**config.mk**
```make
export PLATFORM = sky130hd
export DESIGN_NAME = jvs_packet_deframer_top
export DESIGN_NICKNAME = d
export VERILOG_FILES = /design/src/rtl/jvs_pkg.sv /design/src/rtl/jvs_cfg_regs.sv /design/src/rtl/jvs_deframe_core.sv /design/src/rtl/jvs_out_stage.sv /design/src/rtl/jvs_packet_deframer_top.sv
export SDC_FILE = /design/constraint.sdc
export NUM_CORES = 1
export LEC_CHECK = 0
export ABC_CLOCK_PERIOD_IN_PS = 4300
export BUFFER_PORTS_ARGS = -buffer_cell sky130_fd_sc_hd__buf_2
export CAP_MARGIN = 20
export CORE_ASPECT_RATIO = 2
export CORE_UTILIZATION = 36
export CTS_BUF_LIST = sky130_fd_sc_hd__clkbuf_16
export DETAILED_ROUTE_END_ITERATION = 6
export PLACE_DENSITY = 0.69
export SLEW_MARGIN = 5
export SYNTH_ARGS = -nofsm -noshare
export SYNTH_HDL_FRONTEND = slang
export SYNTH_HIERARCHICAL = 1
export SYNTH_SLANG_ARGS = --single-unit
```
**constraint.sdc**
```tcl
create_clock -name clk -period 4.3 [get_ports clk]
set_clock_uncertainty 0.1 [all_clocks]
set_input_delay 0.43 -clock clk [delete_from_list [all_inputs] [get_ports clk]]
set_output_delay 0.43 -clock clk [all_outputs]
set_load 0.02 [all_outputs]
```
**src/rtl/jvs_pkg.sv**
```systemverilog
// Shared types and constants for the bus packet deframer.
package jvs_pkg;

  localparam int unsigned ByteW = 8;
  localparam int unsigned KindW = 3;
  localparam int unsigned AddrW = 3;

  localparam logic [ByteW-1:0] SyncReset   = 8'hE0;
  localparam logic [ByteW-1:0] EscapeReset = 8'hD0;

  typedef enum logic [KindW-1:0] {
    KIND_PAYLOAD  = 3'd0,
    KIND_GOOD     = 3'd1,
    KIND_BAD      = 3'd2,
    KIND_ABORT    = 3'd3,
    KIND_ZERO_LEN = 3'd4
  } kind_t;

  typedef enum logic [2:0] {
    PH_ADDR = 3'b001,
    PH_LEN  = 3'b010,
    PH_PAY  = 3'b100
  } phase_t;

  typedef enum logic {
    REG_SYNC   = 1'b0,
    REG_ESCAPE = 1'b1
  } reg_idx_t;

  typedef struct packed {
    logic [ByteW-1:0] sync_byte;
    logic [ByteW-1:0] escape_byte;
  } cfg_t;

  typedef struct packed {
    logic             valid;
    kind_t            kind;
    logic [ByteW-1:0] value;
    logic [ByteW-1:0] dest;
  } res_t;

endpackage

```
**src/rtl/jvs_cfg_regs.sv**
```systemverilog
// APB register file holding the sync and escape byte values.
module jvs_cfg_regs
  import jvs_pkg::*;
(
  input  logic             clk,
  input  logic             rst_n,
  input  logic             psel,
  input  logic             penable,
  input  logic             pwrite,
  input  logic [AddrW-1:0] paddr,
  input  logic [31:0]      pwdata,
  output logic [31:0]      prdata,
  output logic             pready,
  output cfg_t             cfg
);

  logic [ByteW-1:0] sync_r, sync_nxt;
  logic [ByteW-1:0] esc_r, esc_nxt;
  logic             wr_en;
  reg_idx_t         idx;

  assign pready = 1'b1;
  assign wr_en  = psel && penable && pwrite && pready;
  assign idx    = reg_idx_t'(paddr[2]);

  always_comb begin
    sync_nxt = sync_r;
    esc_nxt  = esc_r;
    if (wr_en) begin
      unique case (idx)
        REG_SYNC:   sync_nxt = pwdata[ByteW-1:0];
        REG_ESCAPE: esc_nxt  = pwdata[ByteW-1:0];
        default:    sync_nxt = sync_r;
      endcase
    end
  end

  always_ff @(posedge clk) begin
    if (!rst_n) begin
      sync_r <= SyncReset;
      esc_r  <= EscapeReset;
    end else begin
      sync_r <= sync_nxt;
      esc_r  <= esc_nxt;
    end
  end

  always_comb begin
    prdata = '0;
    unique case (idx)
      REG_SYNC:   prdata[ByteW-1:0] = sync_r;
      REG_ESCAPE: prdata[ByteW-1:0] = esc_r;
      default:    prdata = '0;
    endcase
  end

  assign cfg.sync_byte   = sync_r;
  assign cfg.escape_byte = esc_r;

endmodule

```
**src/rtl/jvs_deframe_core.sv**
```systemverilog
// Framing state and the per-byte decode step.
module jvs_deframe_core
  import jvs_pkg::*;
(
  input  logic             clk,
  input  logic             rst_n,
  input  cfg_t             cfg,
  input  logic             step,
  input  logic [ByteW-1:0] rx_byte,
  output res_t             res
);

  phase_t           phase_r, phase_nxt;
  logic             esc_r, esc_nxt;
  logic [ByteW-1:0] sum_r, sum_nxt;
  logic [ByteW-1:0] dest_r, dest_nxt;
  logic [ByteW-1:0] len_r, len_nxt;
  logic [ByteW-1:0] cnt_r, cnt_nxt;

  logic             is_sync, is_esc, last;
  logic [ByteW-1:0] b;

  assign is_sync = !esc_r && (rx_byte == cfg.sync_byte);
  assign is_esc  = !esc_r && (rx_byte == cfg.escape_byte);
  assign b       = esc_r ? rx_byte + ByteW'(1) : rx_byte;
  assign last    = (cnt_r == len_r - ByteW'(1));

  always_comb begin
    phase_nxt = phase_r;
    esc_nxt   = esc_r;
    sum_nxt   = sum_r;
    dest_nxt  = dest_r;
    len_nxt   = len_r;
    cnt_nxt   = cnt_r;
    res.valid = 1'b0;
    res.kind  = KIND_PAYLOAD;
    res.value = '0;
    res.dest  = dest_r;
    priority if (is_sync) begin
      phase_nxt = PH_ADDR;
      cnt_nxt   = '0;
      if (phase_r == PH_LEN || phase_r == PH_PAY) begin
        res.valid = 1'b1;
        res.kind  = KIND_ABORT;
      end
    end else if (is_esc) begin
      esc_nxt = 1'b1;
    end else begin
      esc_nxt = 1'b0;
      unique case (phase_r)
        PH_LEN: begin
          len_nxt = b;
          sum_nxt = sum_r + b;
          cnt_nxt = '0;
          if (b == '0) begin
            phase_nxt = PH_ADDR;
            res.valid = 1'b1;
            res.kind  = KIND_ZERO_LEN;
          end else begin
            phase_nxt = PH_PAY;
          end
        end
        PH_PAY: begin
          res.valid = 1'b1;
          res.value = b;
          if (last) begin
            res.kind  = (b == sum_r) ? KIND_GOOD : KIND_BAD;
            phase_nxt = PH_ADDR;
            cnt_nxt   = '0;
          end else begin
            res.kind = KIND_PAYLOAD;
            cnt_nxt  = cnt_r + ByteW'(1);
            sum_nxt  = sum_r + b;
          end
        end
        default: begin
          dest_nxt  = b;
          sum_nxt   = b;
          cnt_nxt   = '0;
          phase_nxt = PH_LEN;
        end
      endcase
    end
  end

  always_ff @(posedge clk) begin
    if (!rst_n) begin
      phase_r <= PH_ADDR;
      esc_r   <= 1'b0;
      sum_r   <= '0;
      dest_r  <= '0;
      len_r   <= '0;
      cnt_r   <= '0;
    end else if (step) begin
      phase_r <= phase_nxt;
      esc_r   <= esc_nxt;
      sum_r   <= sum_nxt;
      dest_r  <= dest_nxt;
      len_r   <= len_nxt;
      cnt_r   <= cnt_nxt;
    end
  end

endmodule

```
**src/rtl/jvs_out_stage.sv**
```systemverilog
// Result register with valid/stall handshake.
module jvs_out_stage
  import jvs_pkg::*;
(
  input  logic             clk,
  input  logic             rst_n,
  input  logic             load,
  input  res_t             res,
  input  logic             out_stall,
  output logic             free,
  output logic             out_valid,
  output logic [KindW-1:0] out_kind,
  output logic [ByteW-1:0] out_byte_value,
  output logic [ByteW-1:0] out_packet_dest
);

  logic             vld_r, vld_nxt;
  kind_t            kind_r;
  logic [ByteW-1:0] val_r;
  logic [ByteW-1:0] dest_r;

  assign free    = !vld_r || !out_stall;
  assign vld_nxt = load ? 1'b1 : (vld_r && out_stall);

  always_ff @(posedge clk) begin
    if (!rst_n) begin
      vld_r <= 1'b0;
    end else begin
      vld_r <= vld_nxt;
    end
  end

  always_ff @(posedge clk) begin
    if (load) begin
      kind_r <= res.kind;
      val_r  <= res.value;
      dest_r <= res.dest;
    end
  end

  assign out_valid       = vld_r;
  assign out_kind        = kind_r;
  assign out_byte_value  = val_r;
  assign out_packet_dest = dest_r;

endmodule

```
**src/rtl/jvs_packet_deframer_top.sv**
```systemverilog
// Top level of the bus packet deframer.
//
//   channel | direction | handshake           | payload
//   in_     | input     | in_valid / in_stall   | in_rx_byte
//   out_    | output    | out_valid / out_stall | out_kind, out_byte_value, out_packet_dest
//   cfg     | APB slave | psel/penable/pready   | paddr, pwdata, prdata
//
// One item per cycle while in_stall is low: an item is held in the input register,
// the decode step updates the framing state and loads the result register.
// A result reaches the out_ ports through the input register and then the result register.
// Reset: phase awaits an address, sync 0xE0, escape 0xD0, no items held.
// in_stall rises only while the result register is full and stalled.
module jvs_packet_deframer_top
  import jvs_pkg::*;
(
  input  logic             clk,
  input  logic             rst_n,
  input  logic             in_valid,
  output logic             in_stall,
  input  logic [ByteW-1:0] in_rx_byte,
  output logic             out_valid,
  input  logic             out_stall,
  output logic [KindW-1:0] out_kind,
  output logic [ByteW-1:0] out_byte_value,
  output logic [ByteW-1:0] out_packet_dest,
  input  logic             psel,
  input  logic             penable,
  input  logic             pwrite,
  input  logic [AddrW-1:0] paddr,
  input  logic [31:0]      pwdata,
  output logic [31:0]      prdata,
  output logic             pready
);

  cfg_t             cfg;
  res_t             res;
  logic             s1_vld_r, s1_vld_nxt;
  logic [ByteW-1:0] s1_byte_r;
  logic             out_free, adv, in_acc;

  jvs_cfg_regs u_cfg (
    .clk     (clk),
    .rst_n   (rst_n),
    .psel    (psel),
    .penable (penable),
    .pwrite  (pwrite),
    .paddr   (paddr),
    .pwdata  (pwdata),
    .prdata  (prdata),
    .pready  (pready),
    .cfg     (cfg)
  );

  assign adv        = s1_vld_r && (!res.valid || out_free);
  assign in_stall   = s1_vld_r && !adv;
  assign in_acc     = in_valid && !in_stall;
  assign s1_vld_nxt = in_acc ? 1'b1 : (s1_vld_r && !adv);

  always_ff @(posedge clk) begin
    if (!rst_n) begin
      s1_vld_r <= 1'b0;
    end else begin
      s1_vld_r <= s1_vld_nxt;
    end
  end

  always_ff @(posedge clk) begin
    if (in_acc) begin
      s1_byte_r <= in_rx_byte;
    end
  end

  jvs_deframe_core u_core (
    .clk     (clk),
    .rst_n   (rst_n),
    .cfg     (cfg),
    .step    (adv),
    .rx_byte (s1_byte_r),
    .res     (res)
  );

  jvs_out_stage u_out (
    .clk             (clk),
    .rst_n           (rst_n),
    .load            (adv && res.valid),
    .res             (res),
    .out_stall       (out_stall),
    .free            (out_free),
    .out_valid       (out_valid),
    .out_kind        (out_kind),
    .out_byte_value  (out_byte_value),
    .out_packet_dest (out_packet_dest)
  );

endmodule

```
==> summary by stage <==
Run status
The run finished with clean final reports.

Route
The routed layout has 3,293 vias. The first detailed-routing pass ran for 4 iterations. The count of antenna-violating nets left after detailed routing is 0. The remaining routing DRC violations is 0. The wire length per cell after detailed routing is 14.0 um. The average via count per standard cell is 5.04. The wire length reported by the detailed router is 9150 um. The initial detailed-routing violation count is 162.

Worst setup path
The master of the slowest instance on the critical path is nor2_1. Traced cell by cell, the critical path runs through xor2_1 > nor4_2 > nand3_1 > and2_4 > nand2_1 > o211ai_1 > a21boi_0 > nand3_1 > nor2_1 > nor2_1 > a211oi_1. The largest single stage delay on the critical path is 0.75 ns. The setup path with the least slack is of type flip-flop to flip-flop. For the worst setup path, the data required time is 4.44 ns.

The kind of start point of the critical path is a flip-flop. The total buffers and inverters traversed by the critical path is 0. The cell family contributing the most delay on the critical path is simple AND/OR/NAND/NOR gates.

The data arrival time of the worst path is 4.02 ns. The kind of end point of the critical path is a flip-flop. In this run the worst path has a maximum fanout of 17.

Floorplan
The die span in x is 80.4 um. The number of rows in the core area is 56. The core area is 0.0118 mm2. 104 I/O pins were placed. The effective utilization at floorplan is 37.3%. In this run the vertical extent of the chip is 159 um. The floorplan die area is 0.0128 mm2.

Placed design
The minimum setup slack after placement is 0.392 ns. The count of buffers from port buffering is 52. The weighted congestion at the end of routability-driven global placement is 0.841. The post-place instance area is 0.00473 mm2. The HPWL after detailed placement is 7030 um.

Synthesis
The area of the mapped netlist is 0.00442 mm2. For this run, the number of Yosys warnings is 6. The average cell area after synthesis is 9.89 um2.

In the synthesized netlist, the number of instances is 447. Of the synthesized area, sequential elements account for 42.8%. The number of synthesized register bits is 81. Of all flip-flops after synthesis, the portion carrying an async set or reset was 0%. Among all flip-flop cells after synthesis, the most frequent one is dfxtp_1.

In this run, synthesis inferred 27 flip-flops with an integrated enable. The distinct cell type count after synthesis is 60.

Timing
For the pin with the worst max-slew slack, the measured transition is 0.988 ns. In the final timing run, aggregate negative setup slack is 0 ns. Headroom to the max-slew limit came out at 33.9%. The upper clock frequency limit is 258 MHz. The hold violation total from the final report was 0.

Setup repair after global routing left no endpoint under its margin. The final-report setup violation count is 0. The post-layout minimum cycle time is 3.88 ns. Once routing completed, OpenROAD measured the worst setup slack at 0.424 ns.

The worst path uses 90.1% of the clock period. The number of max-slew violations in the final report is 0.

Cells and area
The finished layout cell area is 0.00504 mm2. The fraction of final layout cells sized beyond drive strength 1 is 21.6%. The share of the core filled with cells is 42.6%. The number of antenna repair diodes is 0. The total number of nets in the final design is 565.

The area growth from synthesis to layout is 14.0%.

GRT
The overall global routing resource usage is 15.3%. The via count of the first global-routing pass is 3,101. The initial antenna violation count came to 0. The first global-routing pass estimated 14,800 um of wire. The remaining global-route overflow is 0.

Entering global routing, the biggest net connects 36 pins.

CTS
The post-CTS clock slew at the launch and capture registers of the worst setup and hold paths is 0.07 ns. The H-tree generated during clock tree synthesis spans 3 levels. Clock tree synthesis selected as its root buffer the cell clkbuf_16. Counting every sink on the clock net gives 81. Once the clock tree was built, the resizer swapped 0 gates to a different size. The TritonCTS buffer count is 9. Post-CTS timing repair inserted 0 buffers for setup. The later pin in the worst-skew pair is clocked with a latency of 0.34 ns.

The number of buffers between clock root and the deepest sink is 2. TritonCTS built the clock tree. Hold repair after CTS inserted 0 buffers.

Power and ir drop
Net switching is 26.6% of the power. The internal power of the cells is 1340 uW. The leakage power summed over all cells is 0.00210 uW.

The share of power burned in the clock network is 41.7%. The combinational fraction of design power is 12.3%. Summed over all nets, the switching power comes to 485 uW. The worst voltage drop across the vdd grid is 0.314 mV. The cell area power density is 362 mW/mm2. Per report_power, the sequential group accounts for 46.0% of the total.

Run
The tool flagged a number of max-cap violations equal to 0.

Worst hold path
The path class of the tightest hold or removal check is primary input to flip-flop.
[routing by layer]
metal | track usage (%) | vias to the layer above | share of wire, %
met5 | 0 | - | 0
met4 | 8.60 | 0 | 4.2
met3 | 3.16 | 27 | 4.2
met2 | 28.2 | 104 | 55
met1 | 15.2 | 1538 | 37
li1 | - | 1624 | -
[power groups by stage]
stage	registers, uW	logic (uW)	clock network [uW]
2_1_floorplan	846	190	0
3_3_place_gp	856	217	0
3_5_place_dp	858	223	0
4_1_cts	841	225	786
5_1_grt	844	248	813
6_report	840	225	761
[worst reg2reg max path, delay by kind of cell (launching register included)]
family | cells | cell delay, ns
compound gates | 3 | 0.96
simple gates | 7 | 1.99
flops | 1 | 0.51
xor+xnor | 1 | 0.22
[synthesized netlist by cell type (2+ instances only)]
master / n / area, um2
nor2b_1: 12 / 75.1
o211a_1: 2 / 20.0
xor2_1: 22 / 193
nand2_1: 36 / 135
mux2i_1: 22 / 220
inv_1: 18 / 67.6
buf_4: 28 / 210
o21ai_0: 8 / 40.0
nand4_2: 2 / 25.0
nand3_1: 13 / 65.1
nor3b_1: 3 / 22.5
nor4_1: 4 / 25.0
or3_1: 2 / 12.5
a21oi_1: 14 / 70.1
clkbuf_1: 5 / 18.8
buf_2: 4 / 20.0
edfxtp_1: 27 / 811
nand4_1: 6 / 37.5
nor2_1: 53 / 199
xnor2_1: 21 / 184
o21ai_1: 2 / 10.0
buf_6: 7 / 78.8
a211oi_2: 6 / 75.1
nor3_1: 5 / 25.0
a21o_1: 3 / 22.5
a211oi_1: 13 / 97.6
ha_1: 10 / 125
dfxtp_1: 54 / 1080
mux2_2: 10 / 113
conb_1: 2 / 7.51
and3_1: 4 / 25.0
[placed cells by master (no fill, tap or decap), types with 4 or more instances in the layout]
cell       synthesis  routed
nor2b_1           12      12
nand3_1           13      13
clkbuf_16          0      10
a211oi_1          13      13
dfxtp_1           54      54
xor2_1            22      22
edfxtp_1          27      27
conb_1             2      25
nand2_1           36      36
nor3_1             5       5
nor4_1             4       4
ha_1              10      10
xnor2_1           21      21
and3_1             4       4
buf_4             28      15
a211oi_2           6       6
buf_2              4      52
mux2_2            10      10
nand4_1            6       6
nor2_1            53      53
a21oi_1           14      14
mux2i_1           22      22
o21ai_0            8       8
inv_1             18      18
[registers in the layout (all words and copies together), names as in the netlist]
name,flops
u_core/cnt_r,8
u_cfg/sync_r,8
u_core/sum_r,8
u_core/esc_r,1
u_out/out_kind,3
u_out/out_byte_value,8
s1_vld_r,1
u_cfg/esc_r,8
u_core/len_r,8
u_core/phase_r,3
s1_byte_r,8
u_out/out_packet_dest,8
u_out/out_valid,1
u_core/dest_r,8
[final cells by class]
cell class / count / area (um2)
Fill cell: 1135 / 6800
Multi-Input combinational cell: 327 / 2220
Sequential cell: 81 / 1890
Timing Repair Buffer: 67 / 373
Clock buffer: 10 / 250
Tap cell: 145 / 181
Inverter: 18 / 67.6
Clock inverter: 6 / 53.8
[per-stage QoR]
stage,instances,power (uW),hold WS [ns]
after floorplan,470,1040,0.309
after global placement,638,1070,0.319
after detailed placement,638,1080,0.326
after CTS,654,1850,0.148
after global routing,654,1900,0.150
final,654,1830,0.161
[path summary, 6_finish.rpt]
path                                                  to  slack, ns  cells past startpoint             start
worst min-delay path                        s1_byte_r[6]       0.16                      1     in_rx_byte[6]
worst max register to register          u_core/dest_r[6]       0.42                     11      s1_byte_r[3]
worst max-delay path                    u_core/dest_r[6]       0.42                     11      s1_byte_r[3]
worst min register to register  u_out/out_packet_dest[2]       0.34                      0  u_core/dest_r[2]
[logic make-up after synthesis]
kind of cell / after synthesis / synth area share, %
xor+xnor: 44 / 8.89
mux: 32 / 7.53
simple gates: 154 / 18.3
buf+inv: 62 / 8.94
flops: 81 / 42.8
fa+ha+maj: 11 / 3.28
compound gates: 61 / 10.1
other cells: 2 / 0.170
Power figures use the tool's default switching activity.
